===== config.mk =====
export PLATFORM = sky130hd
export DESIGN_NAME = tcbf_ram
export DESIGN_NICKNAME = d
export VERILOG_FILES = /design/src/design/tcbf_ram.sv
export SDC_FILE = /design/constraint.sdc
export NUM_CORES = 1
export LEC_CHECK = 0
export BUFFER_PORTS_ARGS = -buffer_cell sky130_fd_sc_hd__buf_2
export CAP_MARGIN = 20
export CORE_MARGIN = 10
export CORE_UTILIZATION = 50
export DETAILED_ROUTE_END_ITERATION = 10
export PLACE_DENSITY = 0.64
export SLEW_MARGIN = 10
export SYNTH_ARGS = -nofsm -noshare
export SYNTH_HDL_FRONTEND = slang
export SYNTH_SLANG_ARGS = --single-unit

===== constraint.sdc =====
create_clock -name clk_i -period 3.8 [get_ports clk_i]
set_input_delay 0.95 -clock clk_i [delete_from_list [all_inputs] [get_ports clk_i]]
set_output_delay 0.95 -clock clk_i [all_outputs]
set_load 0.01 [all_outputs]

===== src/design/tcbf_ram.sv =====
// Generic single-port-write, single-port-read RAM with registered read data.
module tcbf_ram #(
  parameter int WIDTH = 8,
  parameter int DEPTH = 16
) (
  input  logic                             clk_i,
  input  logic                             we_i,
  input  logic [$clog2(DEPTH)-1:0]         waddr_i,
  input  logic [WIDTH-1:0]                 wdata_i,
  input  logic                             re_i,
  input  logic [$clog2(DEPTH)-1:0]         raddr_i,
  output logic [WIDTH-1:0]                 rdata_o
);

  logic [WIDTH-1:0] mem_q [DEPTH];

  // Write port
  always_ff @(posedge clk_i) begin
    if (we_i) begin
      mem_q[waddr_i] <= wdata_i;
    end
  end

  // Registered read, held while not enabled
  always_ff @(posedge clk_i) begin
    if (re_i) begin
      rdata_o <= mem_q[raddr_i];
    end
  end

endmodule


Word level (Yosys, flattened, before mapping)
Memories as Yosys holds them, arrays and structs flattened. A register that Yosys moved wholly into a read port is not among the register bits. Index checks and enable logic that the tools add are counted.

Multiplexer cells: 2.

Operator list (count): two-way mux 1 bit (2).

Bits in writable memories: 128. Memories: 1. Bits in registers: 0. Input bits: 19.

Memory list: mem_q (depth 16, width 8, rd ports 1, clocked after memory_dff 1, wr ports 1, RTL line 15) `logic [WIDTH-1:0] mem_q [DEPTH];`.

Depth between registers and ports, before layout
Depth after elaboration: 2. Gate-level depth with buffers: 5.

Least setup slack after synthesis
Ideal clock, no wire load.

Path type: input-to-reg. From: input port waddr_i[2]. To: memory mem_q[0][0] (enable). Setup slack: 1.357 ns. Arrival time: 2.060 ns. Buffers on the path: 0. Data required time: 3.417 ns. Stages on the path: 2. Path through: or3b_2 nor3_1.

RTL lines: start, declared (RTL line 8) `input logic [$clog2(DEPTH)-1:0] waddr_i,`; end, declared (RTL line 15).

Straight into the memory's write port.

==> metrics.txt <==
sequential power share 51.6%; Post-DP HPWL 6.290 mm; startpoint of the lowest-slack register-to-register path mem_q[1][5]$_DFFE_PP_; gr usage total 14.27%; vias in the first global route 2,496; Hold EP rdata_o[5]$_DFFE_PP_; chip width 122.3 µm; Overflow after GRT 0; CP startpoint kind input port; endpoints failing setup 0; Worst-path clk slew 50 ps; Root Driver clkbuf_8; status finished, final reports clean; R2R Setup Slk 2270 ps; register area share after synthesis 78.12%; Net Count, Synth 248; Avg Cell Area, Syn 22.83 µm²; clock sink count 136; P&R area growth vs syn 15.15%; period utilisation layout 63.57%; Worst slew margin 37.53%; core box area 0.01028 mm²; Comb pwr share 4.5%; reg2reg end rdata_o[5]$_DFFE_PP_; Clock Latency Late Sink 510 ps; CTS tree done; CP Cell Sequence buf_2, buf_4, mux4_1, a22oi_1, nand2_1; Pins Over Slew Limit 0; Worst Path Max Fanout 23; n_diodes 0; hold depth 3; Total Wirelength 10.03 mm; Setup CP Type input port to flop; gpl congestion 0.7448; Psw 0.6343 mW; post-route ant nets 0; drt pass-1 iters 4; Hold Vio Cnt, Final 0; Max Freq 414.0 MHz; Routed wire per std cell 23.99 µm; Final nets 292; cell family with most CP delay buffers and inverters; I/O pin count 27; Netlist Area Pre-Place 0.005228 mm²; IO buf count 26; global-route wire length before repair 15.17 mm; post-CTS setup buffer count 0; most common cell after layout, fill and taps aside edfxtp_1; clk_skew 4.319 ps; Worst EP required 4050 ps; CTS resizes 0; Setup crit end kind flop; Num CTS Buffers 17; number of distinct library cells after synthesis 18; layout cells sized above 1 26.60%; sw frac 19.26%; largest net degree at the start of global routing 33; Critical-path top delay cell buf_2; VDD IR-drop max 0.0002542 V; Initial Util 50.86%; unrepaired setup endpoints after global routing no; #FFs+latches synth 136; via count 2,393; CP peak stage delay 580 ps; fillers 737; Hold Crit Class flop to flop; Worst Tran Pin Value 933.6 ps; register area 0.004084 mm²; die height 122.3 µm; R2R cell count 3; initial antenna violation count 0; most frequent cells in the layout edfxtp_1 (136), buf_2 (26), mux4_2 (18), a22oi_1 (16), clkbuf_16 (16); crit path time final 2416 ps; P_int 2.660 mW; static leakage 2.006 nW; Critical Path AT 2670 ps; cts hold-fix bufs 0; number of H-tree levels 4; full die area 0.01495 mm²; clock share of power 43.8%; setup TNS 0 ps; Ys Warns 0; area of the multi-input gates 0.001057 mm²; Power Dens Cells 547.3 mW/mm²; Max-cap violations 0; Via density 5.725; critical hold path startpoint mem_q[15][5]$_DFFE_PP_; # rows 37; Final Util 58.57%; number of DRC markers in iteration 0 246; CP Buf/Inv Count 2; Clock Path Buffers 2; Synth Instances 229; # DRC 0
-- synthesized netlist by cell type --
| library cell | number | area (µm²) |
|---|---|---|
| nand3_1 | 1 | 5.000 |
| mux4_1 | 14 | 367.9 |
| nand2_1 | 9 | 33.78 |
| buf_6 | 3 | 33.78 |
| nand2b_1 | 2 | 12.51 |
| a22oi_1 | 16 | 120.1 |
| nor2_1 | 13 | 48.80 |
| and2b_1 | 1 | 7.510 |
| nor3_1 | 4 | 20.02 |
| nand3b_1 | 2 | 15.01 |
| buf_2 | 3 | 15.01 |
| nor2b_1 | 1 | 6.260 |
| buf_4 | 1 | 7.510 |
| and2_1 | 1 | 6.260 |
| or3b_2 | 1 | 8.760 |
| edfxtp_1 | 136 | 4084 |
| clkdlybuf4s25_2 | 3 | 30.03 |
| mux4_2 | 18 | 405.4 |
-- logic make-up after synthesis --
logic type,after synthesis,share of synthesized area (%)
flops,136,78.12
simple gates,35,3.136
mux,32,14.79
compound gates,16,2.298
buf+inv,10,1.651
-- per-layer routing --
metal / part of all wire (%) / up-vias / global-route usage, %
li1: - / 1066 / -
met1: 43 / 1237 / 19.31
met2: 49 / 85 / 21.67
met3: 7.4 / 5 / 3.857
met4: 0.59 / 0 / 5.744
met5: 0 / - / 0
-- layout make-up --
class,instances,area share [%]
clock buffer,21,7.130
sequential,136,67.84
clock inverter,7,1.351
timing repair buffer,35,3.284
multi-input combinational,83,17.56
tap,136,2.827
-- state kept, by name, summed over array words and instances (netlist names) --
name     count
mem_q      128
rdata_o      8
-- metrics by stage --
| stage | setup WS (ps) | cells | power [mW] | hold WS, ps | area (µm²) |
|---|---|---|---|---|---|
| floorplan | 1357 | 229 | 1.817 | 704.8 | 5228 |
| global placement | 848.1 | 390 | 1.879 | 731.2 | 5509 |
| detailed placement | 806.3 | 390 | 1.884 | 738.5 | 5509 |
| CTS | 1355 | 418 | 3.316 | 755.4 | 6020 |
| global route | 1265 | 418 | 3.402 | 778.2 | 6020 |
| finish | 1384 | 418 | 3.294 | 748.0 | 6020 |
-- worst register-to-register path, stage by stage, from the launching register on --
cell and delay, ps:
edfxtp_1 360, mux4_1 540, a22oi_1 290, nand2_1 80
-- power by group through the flow --
| stage | clock network [mW] | registers, mW | logic (mW) |
|---|---|---|---|
| 2_1_floorplan | 0 | 1.73 | 0.0853 |
| 3_3_place_gp | 0 | 1.73 | 0.149 |
| 3_5_place_dp | 0 | 1.73 | 0.153 |
| 4_1_cts | 1.46 | 1.70 | 0.153 |
| 5_1_grt | 1.53 | 1.70 | 0.164 |
| 6_report | 1.44 | 1.70 | 0.150 |
-- worst max path at each step --
stage               cells after the start  slack (ps)               endpoint  startpoint
floorplan                               2        1360  mem_q[0][0]$_DFFE_PP_  waddr_i[2]
global placement                        5         850   rdata_o[3]$_DFFE_PP_  raddr_i[0]
detailed placement                      5         810   rdata_o[3]$_DFFE_PP_  raddr_i[0]
CTS                                     5        1350   rdata_o[3]$_DFFE_PP_  raddr_i[0]
global route                            5        1270   rdata_o[1]$_DFFE_PP_  raddr_i[0]
finish                                  5        1380   rdata_o[3]$_DFFE_PP_  raddr_i[0]
Note: power is estimated with default switching activity, not from simulation.
