**config.mk**
```make
export PLATFORM = sky130hd
export DESIGN_NAME = tcbf_addr
export DESIGN_NICKNAME = d
export VERILOG_FILES = /design/src/design/tcbf_pkg.sv /design/src/design/tcbf_addr.sv
export SDC_FILE = /design/constraint.sdc
export NUM_CORES = 1
export LEC_CHECK = 0
export ABC_AREA = 1
export BUFFER_PORTS_ARGS = -buffer_cell sky130_fd_sc_hd__buf_4
export CAP_MARGIN = 20
export CORE_AREA = 4 4 120 122
export DETAILED_ROUTE_END_ITERATION = 10
export DIE_AREA = 0 0 124 126
export GPL_TIMING_DRIVEN = 0
export HOLD_SLACK_MARGIN = 0.03
export PLACE_DENSITY_LB_ADDON = 0.1
export SLEW_MARGIN = 30
export SYNTH_ARGS = -nofsm -noshare
export SYNTH_HDL_FRONTEND = slang
export SYNTH_SLANG_ARGS = --single-unit
```
**constraint.sdc**
```tcl
create_clock -name clk_i -period 5.9 [get_ports clk_i]
set_input_delay 0.295 -clock clk_i [delete_from_list [all_inputs] [get_ports clk_i]]
set_output_delay 0.295 -clock clk_i [all_outputs]
set_load 0.005 [all_outputs]
```
**src/design/tcbf_pkg.sv**
```systemverilog
// Shared types, codes and helper functions of the two-color block framebuffer.
package tcbf_pkg;

  // Fixed field widths
  localparam int PIX_XW   = 9;
  localparam int PIX_YW   = 8;
  localparam int COLOR_W  = 16;
  localparam int LEVEL_W  = 10;
  localparam int BCOL_W   = 6;
  localparam int BROW_W   = 5;
  localparam int CFG_W    = 10;
  localparam int CFG_IDXW = 2;

  // Brightness threshold after reset
  localparam logic [LEVEL_W-1:0] FRONT_LEVEL_RESET = 10'd384;

  // Shift of the reciprocal multiply that replaces division by a small constant
  localparam int RCP_SHIFT = 20;

  // Item kinds
  localparam logic [1:0] KIND_SET   = 2'd0;
  localparam logic [1:0] KIND_CLEAR = 2'd1;
  localparam logic [1:0] KIND_FLUSH = 2'd2;

  // Configuration register indexes
  localparam logic [CFG_IDXW-1:0] CFG_USED_WIDTH  = 2'd0;
  localparam logic [CFG_IDXW-1:0] CFG_USED_HEIGHT = 2'd1;
  localparam logic [CFG_IDXW-1:0] CFG_FRONT_LEVEL = 2'd2;

  // Side information that travels with a pixel address through the pipeline
  typedef struct packed {
    logic               flush;
    logic               last;
    logic               front;
    logic [COLOR_W-1:0] color;
  } tcbf_tag_t;

  // Sum of the channels expanded to 8 bits
  function automatic logic [LEVEL_W-1:0] brightness(input logic [COLOR_W-1:0] c);
    logic [LEVEL_W-1:0] r;
    logic [LEVEL_W-1:0] g;
    logic [LEVEL_W-1:0] b;
    r = {2'b00, c[4:0], 3'b000};
    g = {2'b00, c[10:5], 2'b00};
    b = {2'b00, c[15:11], 3'b000};
    return r + g + b;
  endfunction

  // Channel expansion and reduction back to RGB565 is the identity; swap bytes
  function automatic logic [COLOR_W-1:0] out_color(input logic [COLOR_W-1:0] c);
    return {c[7:0], c[15:8]};
  endfunction

endpackage

```
**src/design/tcbf_addr.sv**
```systemverilog
// Two-stage address unit: pixel, cell and block indexes from a pixel position.
module tcbf_addr
  import tcbf_pkg::*;
#(
  parameter int SCREEN_WIDTH     = 320,
  parameter int SCREEN_HEIGHT    = 240,
  parameter int CELL_WIDTH       = 8,
  parameter int CELL_HEIGHT      = 8,
  parameter int OUT_BLOCK_WIDTH  = 8,
  parameter int OUT_BLOCK_HEIGHT = 8,
  localparam int CELLS_X  = (SCREEN_WIDTH + CELL_WIDTH - 1) / CELL_WIDTH,
  localparam int CELLS_Y  = (SCREEN_HEIGHT + CELL_HEIGHT - 1) / CELL_HEIGHT,
  localparam int BLOCKS_X = SCREEN_WIDTH / OUT_BLOCK_WIDTH,
  localparam int BLOCKS_Y = SCREEN_HEIGHT / OUT_BLOCK_HEIGHT,
  localparam int PIX_DEPTH  = SCREEN_WIDTH * SCREEN_HEIGHT,
  localparam int CELL_DEPTH = CELLS_X * CELLS_Y,
  localparam int BLK_DEPTH  = BLOCKS_X * BLOCKS_Y,
  localparam int XW  = $clog2(SCREEN_WIDTH),
  localparam int YW  = $clog2(SCREEN_HEIGHT),
  localparam int PAW = $clog2(PIX_DEPTH),
  localparam int CAW = $clog2(CELL_DEPTH),
  localparam int BAW = $clog2(BLK_DEPTH)
) (
  input  logic           clk_i,
  input  logic           rst_ni,
  input  logic           en_i,
  input  logic           valid_i,
  input  logic [XW-1:0]  x_i,
  input  logic [YW-1:0]  y_i,
  input  tcbf_tag_t      tag_i,
  output logic           valid_o,
  output logic           busy_o,
  output tcbf_tag_t      tag_o,
  output logic [PAW-1:0] paddr_o,
  output logic [CAW-1:0] cell_o,
  output logic [BAW-1:0] bidx_o,
  output logic           bok_o
);

  localparam int CXW = (CELLS_X > 1) ? $clog2(CELLS_X) : 1;
  localparam int CYW = (CELLS_Y > 1) ? $clog2(CELLS_Y) : 1;
  localparam int RCX = ((1 << RCP_SHIFT) + CELL_WIDTH - 1) / CELL_WIDTH;
  localparam int RCY = ((1 << RCP_SHIFT) + CELL_HEIGHT - 1) / CELL_HEIGHT;
  localparam int RBX = ((1 << RCP_SHIFT) + OUT_BLOCK_WIDTH - 1) / OUT_BLOCK_WIDTH;
  localparam int RBY = ((1 << RCP_SHIFT) + OUT_BLOCK_HEIGHT - 1) / OUT_BLOCK_HEIGHT;

  // First stage: quotients by reciprocal multiply, row offset
  logic            v1_q;
  tcbf_tag_t       tag1_q;
  logic [XW-1:0]   x1_q;
  logic [PAW-1:0]  yw1_q;
  logic [CXW-1:0]  qcx1_q;
  logic [CYW-1:0]  qcy1_q;
  logic [XW-1:0]   qbx1_q;
  logic [YW-1:0]   qby1_q;
  logic            bok1_q;

  int qbx_full;
  int qby_full;

  always_comb begin
    qbx_full = (int'(x_i) * RBX) >> RCP_SHIFT;
    qby_full = (int'(y_i) * RBY) >> RCP_SHIFT;
  end

  always_ff @(posedge clk_i or negedge rst_ni) begin
    if (!rst_ni) begin
      v1_q <= 1'b0;
    end else if (en_i) begin
      v1_q <= valid_i;
    end
  end

  always_ff @(posedge clk_i) begin
    if (en_i) begin
      tag1_q <= tag_i;
      x1_q   <= x_i;
      yw1_q  <= PAW'(int'(y_i) * SCREEN_WIDTH);
      qcx1_q <= CXW'((int'(x_i) * RCX) >> RCP_SHIFT);
      qcy1_q <= CYW'((int'(y_i) * RCY) >> RCP_SHIFT);
      qbx1_q <= XW'(qbx_full);
      qby1_q <= YW'(qby_full);
      bok1_q <= (qbx_full < BLOCKS_X) && (qby_full < BLOCKS_Y);
    end
  end

  // Second stage: flat indexes
  always_ff @(posedge clk_i or negedge rst_ni) begin
    if (!rst_ni) begin
      valid_o <= 1'b0;
    end else if (en_i) begin
      valid_o <= v1_q;
    end
  end

  always_ff @(posedge clk_i) begin
    if (en_i) begin
      tag_o   <= tag1_q;
      paddr_o <= PAW'(int'(yw1_q) + int'(x1_q));
      cell_o  <= CAW'(int'(qcx1_q) + int'(qcy1_q) * CELLS_X);
      bidx_o  <= BAW'(int'(qbx1_q) + int'(qby1_q) * BLOCKS_X);
      bok_o   <= bok1_q;
    end
  end

  assign busy_o = v1_q | valid_o;

endmodule

```
# [Word level (Yosys, flattened, before mapping)]
# Cells that the tools add are included.
[word_totals] reg_bits=101 output_inout_bits=61 inputBits=40 wordCells=26
[classes] magnitude_cmp=2 n_reduce_logical=1 bitwise=1 n_addsub=2 n_mul=2
[ops] op="$add A17 B9 Y17" count=1
[ops] op="$add A6 B11 Y11" count=1
[ops] op="$mul A8 B3 Y11 const B" count=1
[ops] op="$mul A5 B3 Y8 const B" count=1
[ops] op="$lt A6 B6 Y1 const B" count=1
[ops] op="$lt A5 B5 Y1 const B" count=1
[ops] op="$logic_and A1 B1 Y1" count=1
[ops] op="$or A1 B1 Y1" count=1

# [Depth between registers and ports, before layout]
[logic_depth] ltp_word=2 depth_mapped=10 mapped_depth_nobuf=10

# [Worst setup path after synthesis]
# OpenSTA, ideal clock, no wires.
[synth_timing] kind="reg-to-reg" from="register, netlist name qby1_q[1]" to="register cell_o[8] (data pin)" setup_ns=0.255 path_buffers=0 period_less_slack_ns=2.111 t_required_ns=5.645 path_stages_with_launch=9 arrival_ns=1.856 path_slack_ns=3.789 cell_sequence="edfxtp_1 -> ha_1 -> ha_1 -> fa_1 -> nand2_1 -> nor2_1 -> nand2_1 -> a21oi_2 -> nor2_1"
[synth_lines] element="end signal: assignment" line="tcbf_addr.sv:100" text="cell_o <= CAW'(int'(qcx1_q) + int'(qcy1_q) * CELLS_X);"
[synth_lines] element="end: declaration" line="tcbf_addr.sv:35" text="output logic [CAW-1:0] cell_o,"

==> results.sh <==
export IMPL_status="finished clean"
export IMPL_clock_path_buffers=2
export IMPL_setup_viol=0
export IMPL_grt_pass1_wl_mm=10.85
export IMPL_ir_worst_vdd_v=0.0001136
export IMPL_core_rowCount=42
export IMPL_place_hpwl_mm=5.079
export IMPL_first_pass_iters=4
export IMPL_fmax_mhz=436.0
export IMPL_synth_seq_area_share_pct=70.11
export IMPL_worst_pin_slew_ns=0.8388
export IMPL_min_path_cells=1
export IMPL_die_h_um=126
export IMPL_clock_sinks=92
export IMPL_hold_violations=0
export IMPL_cp_end_kind="flip-flop"
export IMPL_clk_latency_ns=0.34
export IMPL_flow_area_growth_from_synthesis_pct=31.93
export IMPL_setup_tns_ns=0
export IMPL_wire_per_inst_um=12.41
export IMPL_cts_buffers=9
export IMPL_ys_seq_elements=92
export IMPL_grt_ovfl_total=0
export IMPL_grt_max_degree=95
export IMPL_diodes=0
export IMPL_cts_htree_levels=3
export IMPL_power_density_mw_per_mm2=311.6
export IMPL_start_util_pct=29.77
export IMPL_cap_viol_max_count=0
export IMPL_antenna_found_initial=0
export IMPL_die_x_um=124
export IMPL_core_mm2=0.01319
export IMPL_rsz0062_at_grt="false"
export IMPL_syn_avg_cell_area_um2=13.87
export IMPL_whs_ns=0.1266
export IMPL_utilization_pct=39.27
export IMPL_io_pins=101
export IMPL_reg2reg_depth=8
export IMPL_cts_root_buf="clkbuf_16"
export IMPL_p_leak_nw=2.251
export IMPL_period_share_pct=38.87
export IMPL_clk_pin_slew_ns=0.07
export IMPL_cp_max_fo=3
export IMPL_finalNetCount=463
export IMPL_grtUsageTotal_pct=9.277
export IMPL_fin_ws_ns=3.606
export IMPL_wl_mm=7.146
export IMPL_fin_skew_ns=0.006617
export IMPL_syn_area_mm2=0.003926
export IMPL_yosys_warnings=0
export IMPL_layout_drive_gt1_share_pct=32.75
export IMPL_required_ns=6.00
export IMPL_port_buffer_count=100
export IMPL_drtIter0Drc=146
export IMPL_maxSlewViolCount=0
export IMPL_crit_type="flip-flop to flip-flop"
export IMPL_crit_arrival_ns=2.40
export IMPL_die_area_mm2=0.01562
export IMPL_max_slew_margin_rel_pct=44.08
export IMPL_place_congestion=0.7337
export IMPL_ant_nets=0
export IMPL_cts_tree="built"
export IMPL_syn_nets=351
export IMPL_grt_pass1_vias=2181
export IMPL_worst_hold_path_type="primary input to flip-flop"
export IMPL_start_kind="flip-flop"
export IMPL_vias_per_cell=4.075
export IMPL_syn_inst=283
export IMPL_min_period_ns=2.294
export IMPL_ys_types=23
export IMPL_cts_setup_buffers=0
export IMPL_drc_errors=0
export IMPL_vias=2347
export IMPL_pre_cts_slack_ns=3.601
export IMPL_nFillCells=1258
-- cells by family (layout without fill, tap and decap cells) --
family,Yosys count,in the layout,synth area share [%]
simple gates,93,93,10.01
flops,92,92,70.11
buf+inv,47,164,5.832
fa+ha+maj,28,28,9.688
compound gates,12,12,1.912
xor+xnor,11,11,2.454
-- cell usage after synthesis (all sizes together) --
cell,number,area share (%)
edfxtp,90,69
nand2,62,6.1
inv,33,3.2
ha,24,7.6
nand3,15,1.9
buf,14,2.7
nor2,8,0.76
xor2,6,1.3
nand4,5,0.80
xnor2,5,1.1
a21oi,4,0.61
fa,4,2.0
o21ai,4,0.51
dfrtp,2,1.3
a41oi,1,0.22
and3,1,0.16
nand3b,1,0.19
nor3,1,0.13
o211ai,1,0.19
o21a,1,0.19
o21bai,1,0.19
-- timing repair --
action,4_1_cts,5_1_grt
gates resized for setup,0,0
endpoints found under the hold margin,2,0
hold buffers,1,0
-- flip-flops by register name, indices dropped and copies added (netlist names) --
| name | flops |
|---|---|
| bok1_q | 1 |
| bok_o | 1 |
| cell_o | 8 |
| paddr_o | 17 |
| qby1_q | 5 |
| tag1_q | 19 |
| tag_o | 19 |
| v1_q | 1 |
| valid_o | 1 |
| x1_q | 9 |
| yw1_q | 11 |
-- cells in the final DEF, fill, tap and decap left out --
| master | Yosys | final |
|---|---|---|
| a21oi_1 | 3 | 3 |
| fa_1 | 4 | 4 |
| o211ai_1 | 1 | 1 |
| xor2_1 | 6 | 6 |
| buf_4 | 14 | 113 |
| o21ai_0 | 4 | 4 |
| buf_6 | 0 | 1 |
| nor2_1 | 8 | 8 |
| and3_1 | 1 | 1 |
| xnor2_1 | 5 | 5 |
| ha_1 | 24 | 24 |
| nand2_1 | 60 | 60 |
| clkinv_1 | 0 | 1 |
| clkinv_2 | 0 | 1 |
| inv_1 | 33 | 33 |
| clkbuf_16 | 0 | 9 |
| dlygate4sd3_1 | 0 | 1 |
| clkinvlp_4 | 0 | 3 |
| o21a_1 | 1 | 1 |
| nand4_1 | 5 | 5 |
| nand2_2 | 2 | 2 |
| nand3b_1 | 1 | 1 |
| a21oi_2 | 1 | 1 |
| edfxtp_1 | 90 | 90 |
| o21bai_1 | 1 | 1 |
| clkbuf_1 | 0 | 1 |
| nor3_1 | 1 | 1 |
| inv_6 | 0 | 1 |
| dfrtp_1 | 2 | 2 |
| a41oi_1 | 1 | 1 |
| nand3_1 | 15 | 15 |
-- critical path, cell delays in order (launching register included) --
cell and delay [ns]:
edfxtp_1 0.46, ha_1 0.34, ha_1 0.23, fa_1 0.56, nand2_1 0.09, nor2_1 0.09
nand2_1 0.08, a21oi_2 0.16, nor2_1 0.06
-- metrics by stage --
stage | cell area [µm²] | power, mW | instances
after CTS | 5180 | 1.641 | 576
after detailed placement | 4901 | 1.106 | 559
final | 5180 | 1.614 | 576
after global routing | 5180 | 1.702 | 576
after floorplan | 3926 | 0.9671 | 283
after global placement | 4897 | 1.103 | 559
-- worst paths after layout --
path | start | endpoint | slack (ns)
min reg2reg | tag1_q[12] | tag_o[12] | 0.42
max reg2reg | qby1_q[1] | cell_o[8] | 3.61
max | qby1_q[1] | cell_o[8] | 3.61
min | tag_i[18] | tag1_q[18] | 0.13
min in group asynchronous | rst_ni | valid_o | 0.27
max in group asynchronous | rst_ni | v1_q | 5.54
-- layout make-up --
type	count	area, µm²	area share, %
Multi-Input combinational cell	144	944.7	18.24
Clock inverter	6	40.04	0.7729
Buffer	14	105.1	2.029
Clock buffer	10	229.0	4.420
Timing Repair Buffer	101	764.5	14.76
Tap cell	176	220.2	4.251
Sequential cell	92	2753	53.14
Inverter	33	123.9	2.391
-- routing by layer --
metal / share of wire (%) / GRT usage, %
met2: 44 / 13.52
met3: 7.3 / 3.184
met4: 2.2 / 5.026
met5: 0 / 0
met1: 46 / 12.07
-- power breakdown --
part,leakage (nW),switching [mW],internal (mW)
Combinational,1.22,0.121,0.137
Sequential,0.906,0.0275,0.801
Clock,0.123,0.243,0.285
Total,2.25,0.391,1.22
Power figures use the tool's default switching activity.
